$ cat src/gss_pkg.sv
// ----------------------------------------------------------------------------
// gss_pkg
// Shared types and constants of the golden-section search controller.
// ----------------------------------------------------------------------------
package gss_pkg;

   // Search phase: idle, waiting for the first low-probe fitness, running
   typedef enum logic [1:0] {
      PH_IDLE,
      PH_FIRST,
      PH_RUN
   } phase_type;

   // Input item mode codes
   localparam logic MODE_START  = 1'b0;
   localparam logic MODE_REPORT = 1'b1;

   // Configuration register indexes
   localparam int CSR_INDEX_WIDTH = 1;
   localparam int CSR_DATA_WIDTH  = 32;
   localparam logic [CSR_INDEX_WIDTH-1:0] CSR_DOMAIN_MIN = 1'b0;
   localparam logic [CSR_INDEX_WIDTH-1:0] CSR_DOMAIN_MAX = 1'b1;

   // Register reset values, signed Q16.16
   localparam logic [CSR_DATA_WIDTH-1:0] DOMAIN_MIN_RESET = 32'h0000_0000;
   localparam logic [CSR_DATA_WIDTH-1:0] DOMAIN_MAX_RESET = 32'h0001_0000;

   // Golden ratio fractions in Q0.16: 0.381966 and 0.618034
   localparam int GOLD_K_WIDTH = 16;
   localparam logic [GOLD_K_WIDTH-1:0] GOLD_K_LOW  = 16'd25032;
   localparam logic [GOLD_K_WIDTH-1:0] GOLD_K_HIGH = 16'd40504;

   // Control of the item held in the input register
   typedef struct packed {
      logic valid;
      logic mode;
   } item_ctrl_type;

endpackage

$ cat src/gss_golden.sv
// ----------------------------------------------------------------------------
// gss_golden
// Golden-section point: lo + (|hi - lo| * K) >> 16, stepping below lo when
// the bracket is reversed. The product is truncated towards zero.
// ----------------------------------------------------------------------------
module gss_golden #(
   parameter int POINT_WIDTH = 32,
   parameter logic [15:0] SCALE = 16'd25032
) (
   input  logic signed [POINT_WIDTH-1:0] lo_point,
   input  logic signed [POINT_WIDTH-1:0] hi_point,
   output logic signed [POINT_WIDTH-1:0] gold_point
);
   import gss_pkg::*;

   localparam int PROD_WIDTH = POINT_WIDTH + GOLD_K_WIDTH;

   logic                   reversed;
   logic [POINT_WIDTH-1:0] span_mag;
   logic [PROD_WIDTH-1:0]  span_prod;
   logic [POINT_WIDTH-1:0] span_scaled;

   // Take the span as a magnitude, scale it, then step from the low end
   always_comb begin
      reversed    = hi_point < lo_point;
      span_mag    = reversed ? POINT_WIDTH'(lo_point - hi_point)
                             : POINT_WIDTH'(hi_point - lo_point);
      span_prod   = PROD_WIDTH'(span_mag) * PROD_WIDTH'(SCALE);
      span_scaled = span_prod[PROD_WIDTH-1:GOLD_K_WIDTH];
      gold_point  = reversed ? POINT_WIDTH'(lo_point - $signed(span_scaled))
                             : POINT_WIDTH'(lo_point + $signed(span_scaled));
   end

endmodule

$ cat src/gss_in_stage.sv
// ----------------------------------------------------------------------------
// gss_in_stage
// Input register: holds one accepted item until the step stage takes it.
// ----------------------------------------------------------------------------
module gss_in_stage #(
   parameter int FITNESS_WIDTH = 32
) (
   input  logic                             clock,
   input  logic                             reset,
   input  logic                             in_valid,
   output logic                             in_ready,
   input  logic                             in_mode,
   input  logic signed [FITNESS_WIDTH-1:0]  in_fitness,
   input  logic                             take,
   output gss_pkg::item_ctrl_type           item,
   output logic signed [FITNESS_WIDTH-1:0]  item_fitness
);
   import gss_pkg::*;

   logic                            valid_ff;
   logic                            mode_ff;
   logic signed [FITNESS_WIDTH-1:0] fitness_ff;

   // Free slot, or the slot empties this cycle
   assign in_ready = !valid_ff || take;

   // Hold the control bit of the held transaction
   always_ff @(posedge clock) begin
      if (reset) begin
         valid_ff <= 1'b0;
      end else if (in_valid && in_ready) begin
         valid_ff <= 1'b1;
      end else if (take) begin
         valid_ff <= 1'b0;
      end
   end

   // Load the payload on accept
   always_ff @(posedge clock) begin
      if (in_valid && in_ready) begin
         mode_ff    <= in_mode;
         fitness_ff <= in_fitness;
      end
   end

   assign item.valid   = valid_ff;
   assign item.mode    = mode_ff;
   assign item_fitness = fitness_ff;

endmodule

$ cat src/gss_step.sv
// ----------------------------------------------------------------------------
// gss_step
// Search state, bracket update and result register. One held item is
// processed per cycle whenever the result register is free or draining.
// ----------------------------------------------------------------------------
module gss_step #(
   parameter int POINT_WIDTH   = 32,
   parameter int FITNESS_WIDTH = 32
) (
   input  logic                                         clock,
   input  logic                                         reset,
   input  logic                                         csr_we,
   input  logic [gss_pkg::CSR_INDEX_WIDTH-1:0]          csr_index,
   input  logic [gss_pkg::CSR_DATA_WIDTH-1:0]           csr_wdata,
   input  gss_pkg::item_ctrl_type                       item,
   input  logic signed [FITNESS_WIDTH-1:0]              item_fitness,
   output logic                                         take,
   output logic                                         rsp_valid,
   input  logic                                         rsp_ready,
   output logic signed [POINT_WIDTH-1:0]                rsp_probe_point,
   output logic signed [POINT_WIDTH-1:0]                rsp_best_point,
   output logic signed [FITNESS_WIDTH-1:0]              rsp_best_fitness,
   output logic                                         rsp_best_valid,
   output logic                                         rsp_report_ignored
);
   import gss_pkg::*;

   localparam logic signed [FITNESS_WIDTH-1:0] FIT_MAX = {1'b0, {(FITNESS_WIDTH-1){1'b1}}};

   // Configuration registers
   logic signed [CSR_DATA_WIDTH-1:0] domain_min_ff, domain_max_ff;

   // Search state
   logic signed [POINT_WIDTH-1:0]   lower_ff, lower_in, upper_ff, upper_in;
   logic signed [POINT_WIDTH-1:0]   low_probe_ff, low_probe_in;
   logic signed [POINT_WIDTH-1:0]   high_probe_ff, high_probe_in;
   logic signed [FITNESS_WIDTH-1:0] low_fit_ff, low_fit_in, high_fit_ff, high_fit_in;
   phase_type                       phase_ff, phase_in;
   logic                            pending_low_ff, pending_low_in;

   // Result register
   logic                            rsp_valid_ff;
   logic signed [POINT_WIDTH-1:0]   probe_ff, probe_in, best_pt_ff, best_pt_in;
   logic signed [FITNESS_WIDTH-1:0] best_fit_ff, best_fit_in;
   logic                            best_valid_ff, best_valid_in;
   logic                            ignored_ff, ignored_in;

   // Candidate points
   logic signed [POINT_WIDTH-1:0]   dom_lo, dom_hi;
   logic signed [POINT_WIDTH-1:0]   start_low, start_high, run_low, run_high;
   logic signed [FITNESS_WIDTH-1:0] cur_low_fit, cur_high_fit;
   logic                            low_wins;

   assign dom_lo = POINT_WIDTH'(domain_min_ff);
   assign dom_hi = POINT_WIDTH'(domain_max_ff);

   gss_golden #(.POINT_WIDTH(POINT_WIDTH), .SCALE(GOLD_K_LOW)) u_start_low (
      .lo_point(dom_lo), .hi_point(dom_hi), .gold_point(start_low)
   );
   gss_golden #(.POINT_WIDTH(POINT_WIDTH), .SCALE(GOLD_K_HIGH)) u_start_high (
      .lo_point(dom_lo), .hi_point(dom_hi), .gold_point(start_high)
   );
   // New low probe when the bracket shrinks from above
   gss_golden #(.POINT_WIDTH(POINT_WIDTH), .SCALE(GOLD_K_LOW)) u_run_low (
      .lo_point(lower_ff), .hi_point(high_probe_ff), .gold_point(run_low)
   );
   // New high probe when the bracket shrinks from below
   gss_golden #(.POINT_WIDTH(POINT_WIDTH), .SCALE(GOLD_K_HIGH)) u_run_high (
      .lo_point(low_probe_ff), .hi_point(upper_ff), .gold_point(run_high)
   );

   assign take = item.valid && (!rsp_valid_ff || rsp_ready);

   // Next state and result for the held transaction
   always_comb begin
      lower_in       = lower_ff;
      upper_in       = upper_ff;
      low_probe_in   = low_probe_ff;
      high_probe_in  = high_probe_ff;
      low_fit_in     = low_fit_ff;
      high_fit_in    = high_fit_ff;
      phase_in       = phase_ff;
      pending_low_in = pending_low_ff;
      probe_in       = '0;
      best_pt_in     = '0;
      best_fit_in    = '0;
      best_valid_in  = 1'b0;
      ignored_in     = 1'b0;

      cur_low_fit  = pending_low_ff ? item_fitness : low_fit_ff;
      cur_high_fit = pending_low_ff ? high_fit_ff : item_fitness;
      low_wins     = cur_low_fit < cur_high_fit;

      if (item.mode == MODE_START) begin
         lower_in       = dom_lo;
         upper_in       = dom_hi;
         low_probe_in   = start_low;
         high_probe_in  = start_high;
         low_fit_in     = FIT_MAX;
         high_fit_in    = FIT_MAX;
         pending_low_in = 1'b1;
         phase_in       = PH_FIRST;
         probe_in       = start_low;
      end else begin
         case (phase_ff)
            PH_FIRST: begin
               low_fit_in     = item_fitness;
               pending_low_in = 1'b0;
               phase_in       = PH_RUN;
               probe_in       = high_probe_ff;
            end
            PH_RUN: begin
               best_valid_in = 1'b1;
               if (low_wins) begin
                  best_pt_in     = low_probe_ff;
                  best_fit_in    = cur_low_fit;
                  upper_in       = high_probe_ff;
                  high_probe_in  = low_probe_ff;
                  low_fit_in     = cur_low_fit;
                  high_fit_in    = cur_low_fit;
                  low_probe_in   = run_low;
                  pending_low_in = 1'b1;
                  probe_in       = run_low;
               end else begin
                  best_pt_in     = high_probe_ff;
                  best_fit_in    = cur_high_fit;
                  lower_in       = low_probe_ff;
                  low_probe_in   = high_probe_ff;
                  low_fit_in     = cur_high_fit;
                  high_fit_in    = cur_high_fit;
                  high_probe_in  = run_high;
                  pending_low_in = 1'b0;
                  probe_in       = run_high;
               end
            end
            default: begin
               ignored_in = 1'b1;
            end
         endcase
      end
   end

   // Write the configuration registers
   always_ff @(posedge clock) begin
      if (reset) begin
         domain_min_ff <= DOMAIN_MIN_RESET;
         domain_max_ff <= DOMAIN_MAX_RESET;
      end else if (csr_we) begin
         case (csr_index)
            CSR_DOMAIN_MIN: domain_min_ff <= csr_wdata;
            CSR_DOMAIN_MAX: domain_max_ff <= csr_wdata;
            default: ;
         endcase
      end
   end

   // Advance the search state on each processed transaction
   always_ff @(posedge clock) begin
      if (reset) begin
         lower_ff       <= '0;
         upper_ff       <= '0;
         low_probe_ff   <= '0;
         high_probe_ff  <= '0;
         low_fit_ff     <= FIT_MAX;
         high_fit_ff    <= FIT_MAX;
         phase_ff       <= PH_IDLE;
         pending_low_ff <= 1'b1;
      end else if (take) begin
         lower_ff       <= lower_in;
         upper_ff       <= upper_in;
         low_probe_ff   <= low_probe_in;
         high_probe_ff  <= high_probe_in;
         low_fit_ff     <= low_fit_in;
         high_fit_ff    <= high_fit_in;
         phase_ff       <= phase_in;
         pending_low_ff <= pending_low_in;
      end
   end

   // Result valid: set on processing, drop once taken
   always_ff @(posedge clock) begin
      if (reset) begin
         rsp_valid_ff <= 1'b0;
      end else if (take) begin
         rsp_valid_ff <= 1'b1;
      end else if (rsp_ready) begin
         rsp_valid_ff <= 1'b0;
      end
   end

   // Result payload
   always_ff @(posedge clock) begin
      if (take) begin
         probe_ff      <= probe_in;
         best_pt_ff    <= best_pt_in;
         best_fit_ff   <= best_fit_in;
         best_valid_ff <= best_valid_in;
         ignored_ff    <= ignored_in;
      end
   end

   assign rsp_valid          = rsp_valid_ff;
   assign rsp_probe_point    = probe_ff;
   assign rsp_best_point     = best_pt_ff;
   assign rsp_best_fitness   = best_fit_ff;
   assign rsp_best_valid     = best_valid_ff;
   assign rsp_report_ignored = ignored_ff;

endmodule

$ cat src/golden_section_search_controller_core.sv
// ----------------------------------------------------------------------------
// golden_section_search_controller_core
// Golden-section minimum search: hands out probe points and takes back one
// fitness per probe, narrowing the bracket towards the lower fitness.
//
//   channel  direction  tdata                         tuser
//   req_     in         fitness                       mode
//   rsp_     out        probe, best_point, best_fit   best_valid, report_ignored
//   csr_     in         write of domain_min / domain_max (index 0 / 1)
//
// One transaction a cycle sustained while rsp_tready stays high; an item goes
// from the input register through the step stage into the result register.
// The path between them is one span multiply by a Q0.16 constant and an add.
// Reset is synchronous: registers return to their reset values, search idle.
// A stalled result holds the step stage; the input register takes one more
// transaction before req_tready drops.
// ----------------------------------------------------------------------------
module golden_section_search_controller_core #(
   parameter int POINT_WIDTH   = 32,
   parameter int FITNESS_WIDTH = 32
) (
   input  logic                                clock,
   input  logic                                reset,
   // configuration write port
   input  logic                                csr_we,
   input  logic [gss_pkg::CSR_INDEX_WIDTH-1:0] csr_index,
   input  logic [gss_pkg::CSR_DATA_WIDTH-1:0]  csr_wdata,
   // input channel
   input  logic                                req_tvalid,
   output logic                                req_tready,
   // tdata: fitness, zero padding
   input  logic [((FITNESS_WIDTH+7)/8)*8-1:0]  req_tdata,
   // tuser: mode
   input  logic                                req_tuser,
   // result channel
   output logic                                rsp_tvalid,
   input  logic                                rsp_tready,
   // tdata: probe_point, best_point, best_fitness, zero padding
   output logic [((2*POINT_WIDTH+FITNESS_WIDTH+7)/8)*8-1:0] rsp_tdata,
   // tuser: best_valid, report_ignored
   output logic [1:0]                          rsp_tuser
);
   import gss_pkg::*;

   item_ctrl_type                   item;
   logic signed [FITNESS_WIDTH-1:0] item_fitness;
   logic                            take;
   logic signed [POINT_WIDTH-1:0]   probe_point, best_point;
   logic signed [FITNESS_WIDTH-1:0] best_fitness;
   logic                            best_valid, report_ignored;

   gss_in_stage #(.FITNESS_WIDTH(FITNESS_WIDTH)) u_in_stage (
      .clock        (clock),
      .reset        (reset),
      .in_valid     (req_tvalid),
      .in_ready     (req_tready),
      .in_mode      (req_tuser),
      .in_fitness   (req_tdata[FITNESS_WIDTH-1:0]),
      .take         (take),
      .item         (item),
      .item_fitness (item_fitness)
   );

   gss_step #(.POINT_WIDTH(POINT_WIDTH), .FITNESS_WIDTH(FITNESS_WIDTH)) u_step (
      .clock              (clock),
      .reset              (reset),
      .csr_we             (csr_we),
      .csr_index          (csr_index),
      .csr_wdata          (csr_wdata),
      .item               (item),
      .item_fitness       (item_fitness),
      .take               (take),
      .rsp_valid          (rsp_tvalid),
      .rsp_ready          (rsp_tready),
      .rsp_probe_point    (probe_point),
      .rsp_best_point     (best_point),
      .rsp_best_fitness   (best_fitness),
      .rsp_best_valid     (best_valid),
      .rsp_report_ignored (report_ignored)
   );

   // Pack the result fields, lowest first
   always_comb begin
      rsp_tdata = '0;
      rsp_tdata[POINT_WIDTH-1:0]               = probe_point;
      rsp_tdata[2*POINT_WIDTH-1:POINT_WIDTH]   = best_point;
      rsp_tdata[2*POINT_WIDTH+FITNESS_WIDTH-1:2*POINT_WIDTH] = best_fitness;
      rsp_tuser = {report_ignored, best_valid};
   end

   // An ignored report never carries a measured best
   a_flags_exclusive: assert property (@(posedge clock) disable iff (reset)
      rsp_tvalid |-> !(best_valid && report_ignored))
      else $error("best_valid and report_ignored both set");

   // An ignored report returns all-zero payload
   a_ignored_zero: assert property (@(posedge clock) disable iff (reset)
      (rsp_tvalid && report_ignored) |-> (rsp_tdata == '0))
      else $error("ignored report carries non-zero payload");

   // Without a valid best the best fields stay zero
   a_best_zero: assert property (@(posedge clock) disable iff (reset)
      (rsp_tvalid && !best_valid) |-> (best_point == '0 && best_fitness == '0))
      else $error("best fields set without best_valid");

   // The step stage only processes when the input register holds an item
   a_take_needs_item: assert property (@(posedge clock) disable iff (reset)
      take |-> item.valid)
      else $error("step stage took an empty slot");

endmodule

$ cat config.mk
export PLATFORM = sky130hd
export DESIGN_NAME = golden_section_search_controller_core
export DESIGN_NICKNAME = d
export VERILOG_FILES = /design/src/gss_pkg.sv /design/src/gss_golden.sv /design/src/gss_in_stage.sv /design/src/gss_step.sv /design/src/golden_section_search_controller_core.sv
export SDC_FILE = /design/constraint.sdc
export NUM_CORES = 2
export LEC_CHECK = 0
export BUFFER_PORTS_ARGS = -buffer_cell sky130_fd_sc_hd__buf_2
export CAP_MARGIN = 5
export CORE_MARGIN = 2
export CORE_UTILIZATION = 60
export CTS_CLUSTER_DIAMETER = 40
export DETAILED_ROUTE_END_ITERATION = 7
export PLACE_DENSITY = 0.77
export SYNTH_ARGS = -nofsm -noshare
export SYNTH_HDL_FRONTEND = slang
export SYNTH_SLANG_ARGS = --single-unit
$ cat constraint.sdc
create_clock -name clock -period 17.6 [get_ports clock]
set_input_delay 1.76 -clock clock [delete_from_list [all_inputs] [get_ports clock]]
set_output_delay 1.76 -clock clock [all_outputs]
set_load 0.05 [all_outputs]
# Word-level counts from Yosys, hierarchy flattened
# Index checks and enable logic that the tools add are counted.
word_totals:
  output_inout_bits: 100
  in_bits: 71
  elab_cells: 107
  register_bits: 392
op_classes:
  mul: 4
  n_mux: 41
  n_addsub: 14
  bitwise: 1
  eq_ne: 7
  order_cmp: 4
  n_reduce_logical: 17
op_table:
  columns: ["operator", "count"]
  rows:
  - ["2-to-1 mux 32 bit", 28]
  - ["subtractor 32 bit", 10]
  - ["adder 32 bit", 4]
  - ["less-than comparator 32 bit", 4]
  - ["case mux 32 bit (2 select lines)", 2]
  - ["multiplier 32 x 13 -> 45 bit (second input constant)", 2]
  - ["multiplier 32 x 12 -> 44 bit (second input constant)", 2]
  - ["AND reduction 2 bit", 6]
  - ["2-to-1 mux 1 bit", 8]
  - ["!= test 2 x 1 -> 1 bit (second input constant)", 3]
  - ["AND reduction 3 bit", 2]
  - ["2-to-1 mux 2 bit", 2]
  - ["nonzero test 2 bit", 2]
  - ["!= test 3 x 1 -> 1 bit (second input constant)", 1]
  - ["equality test 2 x 1 -> 1 bit (second input constant)", 1]
  - ["equality test 2 bit (second input constant)", 1]
  - ["logical AND 1 bit", 2]
  - ["logical NOT 1 bit", 2]
  - ["logical OR 1 bit", 2]
  - ["!= test 2 bit (second input constant)", 1]
  - ["case mux 1 bit (2 select lines)", 1]
  - ["OR reduction 2 bit", 1]
  - ["inverter 1 bit", 1]

# Depth between registers and ports, before layout
logic_depth:
  depth_word: 8
  depth_mapped: 63
  mapped_depth_nobuf: 62

# Cells and area by module
# From an unflattened synthesis, not the netlist that was laid out.
unflattened:
  hier_cells: 8685
  area_unflattened_um2: 72429.5
by_module_without_submodules:
  columns: ["mod", "seq_area_each_um2", "cells_per_inst", "area_each_um2", "instances"]
  rows:
  - ["gss_step", 8147.8, 1836, 17659.4, 1]
  - ["gss_golden (u_step.u_start_high)", 0.0, 1747, 14024.7, 1]
  - ["gss_golden (u_step.u_run_high)", 0.0, 1721, 13802.0, 1]
  - ["gss_golden (u_step.u_run_low)", 0.0, 1678, 12962.4, 1]
  - ["gss_golden (u_step.u_start_low)", 0.0, 1661, 12904.9, 1]
  - ["gss_in_stage", 1011.0, 40, 1061.0, 1]
  - ["golden_section_search_controller_core", 0.0, 2, 15.0, 1]

# Worst setup path after synthesis
# Ideal clock, no wire load.
synth_timing:
  path_kind: "flip-flop to flip-flop"
  from: "register u_step.low_probe_ff[1]"
  to: "register u_step.probe_ff[31], in the netlist u_step.rsp_probe_point[31], data pin"
  t_required_ns: 17.318
  setup_time_ns: 0.282
  setup_slack_ns: 5.451
  period_less_slack_ns: 12.149
  path_stages_with_launch: 62
  n_path_buf: 1
  arrival_time_ns: 11.868
  cell_sequence: "dfxtp_1 inv_1 fa_1 a21o_1 a21oi_1 o21ai_0 a21o_1 a21oi_1 o21ai_0 a21oi_1 o21ai_0 nor4b_1 or3_1 nand3_1 clkbuf_1 nor2_1 o21ai_0 o31a_1 [26 not listed] xor2_1 ha_1 a21oi_1 nor2b_1 nor2_1 nand2_1 o211ai_1 a311o_1 a21boi_0 o41ai_1 o221ai_1 a21oi_1 xnor2_1 xnor2_1 xnor2_1 nand2_1 o21a_1 o221ai_1"
synth_via:
  elab_chain_cells: 8
  elab_cells_between_ends: 11
  classes_between: "add/sub (4); mul (1); order compare (1); mux (5)"
synth_rtl:
  columns: ["item", "line_no", "text"]
  rows:
  - ["start: declaration", "gss_step.sv:35", "logic signed [POINT_WIDTH-1:0] low_probe_ff, low_probe_in;"]
  - ["start signal: assignment", "gss_step.sv:171", "low_probe_ff <= low_probe_in;"]
  - ["subtractor 32 bit (tied with other cells)", "gss_golden.sv:27", ": POINT_WIDTH'(hi_point - lo_point);"]
  - ["2-to-1 mux 32 bit", "gss_golden.sv:26", "span_mag = reversed ? POINT_WIDTH'(lo_point - hi_point)"]
  - ["multiplier 32 x 13 -> 45 bit", "gss_golden.sv:28", "span_prod = PROD_WIDTH'(span_mag) * PROD_WIDTH'(SCALE);"]
  - ["adder 32 bit / subtractor 32 bit (equally long branches)", "gss_golden.sv:31, gss_golden.sv:30", null]
  - ["2-to-1 mux 32 bit *", "gss_golden.sv:30", "gold_point = reversed ? POINT_WIDTH'(lo_point - $signed(span_scaled))"]
  - ["2-to-1 mux 32 bit *", "gss_step.sv:114", "if (low_wins) begin"]
  - ["case mux 32 bit (2 select lines) *", "gss_step.sv:105", "case (phase_ff)"]
  - ["2-to-1 mux 32 bit *", "gss_step.sv:94", "if (item.mode == MODE_START) begin"]
  - ["net u_step.probe_in[31]", "gss_step.sv:43", "logic signed [POINT_WIDTH-1:0] probe_ff, probe_in, best_pt_ff, best_pt_in;"]
  - ["end signal: assignment", "gss_step.sv:194", "probe_ff <= probe_in;"]
  - ["end: declaration", "gss_step.sv:43", null]
# Mark *: on every way through the listed nets, which the timed path passes. The rest lies on a longest branch.
# A chain may end at the register's enable or synchronous reset.

# Worst setup path in the final report
layout_timing:
  from: "register u_step.domain_min_ff[1], in the netlist u_step.dom_lo[1]"
  to: "register u_step.probe_ff[31], in the netlist u_step.rsp_probe_point[31], data pin"
layout_via:
  elab_chain_cells: 6
  elab_cells_between_ends: 9
  classes_between: "add/sub (4); mul (1); order compare (1); mux (3)"
layout_rtl:
  columns: ["item", "line_no", "text"]
  rows:
  - ["start: declaration", "gss_step.sv:31", "logic signed [CSR_DATA_WIDTH-1:0] domain_min_ff, domain_max_ff;"]
  - ["start signal: assignment", "gss_step.sv:150", "CSR_DOMAIN_MIN: domain_min_ff <= csr_wdata;"]
  - ["subtractor 32 bit (tied with other cells)", "gss_golden.sv:27", null]
  - ["2-to-1 mux 32 bit", "gss_golden.sv:26", null]
  - ["multiplier 32 x 12 -> 44 bit", "gss_golden.sv:28", null]
  - ["adder 32 bit / subtractor 32 bit (equally long branches)", "gss_golden.sv:31, gss_golden.sv:30", null]
  - ["2-to-1 mux 32 bit *", "gss_golden.sv:30", null]
  - ["2-to-1 mux 32 bit *", "gss_step.sv:94", null]
  - ["net u_step.probe_in[31]", "gss_step.sv:43", null]
# Marked as above.

==> flow_summary.json <==
{
  "status": "finished clean",
  "crit_arrival_ps": 16320,
  "yosysUniqueCellTypes": 102,
  "placementRows": 120,
  "startpoint_type": "register",
  "via_per_inst": 6.19,
  "clock_path_buffers": 3,
  "cpMaxStageDelayCell": "dfxtp_1",
  "cpPeakStageDelay_ps": 800,
  "path_class": "reg2reg",
  "post-route-min-period_ps": 15980,
  "rsz0062_at_grt": "no",
  "endpoint_kind": "register",
  "synthesis.area_mm2": 0.0648,
  "dp_hpwl_um": 178000,
  "maxCapViolations": 0,
  "die_h_um": 333,
  "fin_crit_sh_pct": 90.8,
  "cts_tree": "done",
  "final_cell_area_mm2": 0.0694,
  "synth_top_cells_by_count": "inv_1, ha_1, a21oi_1",
  "holdBufCountCts": 0,
  "cts-resized-gates": 0,
  "grt_pass1_wl_um": 330000,
  "num_vias": 57300,
  "drt_wl_total_um": 214000,
  "dpl_cell_area_mm2": 0.0671,
  "grt_use_total_pct": 38.3,
  "grt_pass1_vias": 57000,
  "cts_setup_buffers": 0,
  "first_pass_iters": 6,
  "routedWlPerCell_um": 23.2,
  "die_x_um": 333,
  "clock_skew_ps": 62.3,
  "drc": 0,
  "clockRootBuffer": "clkbuf_16",
  "drt_iter0_drc": 5196,
  "hold_class": "reg2reg",
  "ys_seq_area_share_pct": 14.1,
  "synth_top_area_cell": "ha_1",
  "async_reset_ff_share_pct": 0,
  "crit_required_ps": 17930,
  "fmax_ghz": 0.0626,
  "slew-limit-headroom_pct": 22.9,
  "routabilityCongestion": 1.03,
  "critPathMaxFanout": 10,
  "synth_flop_cell": "dfxtp_1",
  "synth-seq-cells": 392,
  "grt_max_degree": 136,
  "hold_ws_ps": 462,
  "ff2ff_path_depth": 51,
  "core_mm2": 0.107,
  "syn_area_per_cell_um2": 8.36,
  "dieArea_mm2": 0.111,
  "syn_to_final_growth_pct": 7.01,
  "fin_setup_tns_ps": 0,
  "port_buffers": 170,
  "synth_area_leaders": "ha_1, fa_1, dfxtp_1, inv_1, edfxtp_1",
  "syn_inst": 7754,
  "htreeDepth": 3,
  "nets": 9382,
  "hold_viol_final": 0,
  "ioPinCount": 171,
  "antenna_left": 0,
  "synth_top_area_share_pct": 19.3,
  "tightest_slew_ps": 1150,
  "fin_util_pct": 64.7,
  "antenna_found_initial": 8,
  "ys_warn_count": 0,
  "path_clk_slew_ps": 60,
  "layout-drive-gt1-share_pct": 6.30,
  "setup_viol": 0,
  "grt_remaining_overflow": 0,
  "cts_sinks": 392,
  "fillers": 9279,
  "slew_violations": 0,
  "clk_latency_ps": 640,
  "initial_utilization_pct": 60.5,
  "synth_edf_count": 131,
  "cts_buffers": 66,
  "whs_path_depth": 1,
  "synth_nets": 9345,
  "yosysMostFrequentCell": "inv_1"
}
final cells by class:
class	instances	area (µm²)	share of cell area, %
antenna	3	7.51	0.0108
clock buffer	79	1750	2.52
clock inverter	43	517	0.745
inverter	1214	4560	6.57
multi-input combinational	5848	50000	72.1
sequential	392	9160	13.2
tap	1403	1760	2.53
timing repair buffer	269	1620	2.33
per-layer routing:
metal  GRT usage (%)  vias up  share of wire [%]
li1                -    26700                  -
met1            49.8    27900                 41
met2            63.6     2272                 46
met3            6.35      434                7.7
met4            15.3       10                4.5
met5               0        -              0.026
path summary, 6_finish.rpt:
kind                                       from                                   end  slack, ps
max               u_step.dom_lo[1]$_SDFFE_PP0P_  u_step.rsp_probe_point[31]$_DFFE_PP_       1620
min          u_step.low_fit_ff[29]$_SDFFE_PP1P_    u_step.low_fit_ff[29]$_SDFFE_PP1P_        460
max reg2reg       u_step.dom_lo[1]$_SDFFE_PP0P_  u_step.rsp_probe_point[31]$_DFFE_PP_       1620
min reg2reg  u_step.low_fit_ff[29]$_SDFFE_PP1P_    u_step.low_fit_ff[29]$_SDFFE_PP1P_        460
state kept, by name, summed over array words and instances (netlist names), 2 cells and up:
signal                   flops
u_in_stage.item_fitness     32
u_step.dom_hi               32
u_step.dom_lo               32
u_step.high_fit_ff          32
u_step.high_probe_ff        32
u_step.low_fit_ff           32
u_step.low_probe_ff         32
u_step.lower_ff             32
u_step.phase_ff              2
u_step.rsp_best_fitness     32
u_step.rsp_best_point       32
u_step.rsp_probe_point      32
u_step.upper_ff             32
worst max-delay path: cells and delay by family, from the launching register on:
kind	cells	cell delay [ps]
compound gates	27	7520
xor+xnor	3	1140
fa+ha+maj	8	3380
mux	1	360
flops	1	800
buf+inv	6	660
simple gates	6	1780
logic make-up (layout without fill, tap and decap cells):
group                      count (synthesis)  count (layout)  share of synthesized area (%)
xor gates and xnor gates                 445             445                           6.07
buffers and inverters                   1514            1605                           8.93
AOI/OAI and AO/OA                       1952            1952                           19.4
DFF                                      392             392                           14.1
and+or+nand+nor                         1696            1696                           12.5
other                                      0               3                              0
muxes                                    229             229                           3.55
adders and majority gates               1526            1526                           35.4
per-stage QoR:
stage          worst slack [ps]  cells
3_3_place_gp               1920   9126
3_5_place_dp               1890   9126
5_1_grt                     641   9250
2_1_floorplan              5450   7754
6_report                   1620   9251
4_1_cts                    1850   9248
cell usage in the layout, fill, tap and decap left out, types with 219 or more instances in the layout:
cell type  count
mux2i_1      219
fa_1         519
inv_1       1211
a21oi_1      676
ha_1        1000
xnor2_1      281
nor2_1       474
dfxtp_1      260
nand2_1      533
o21ai_0      267
Power is not shown: default switching activity piles up to over one toggle a cycle in this logic, so the estimate is an artifact.
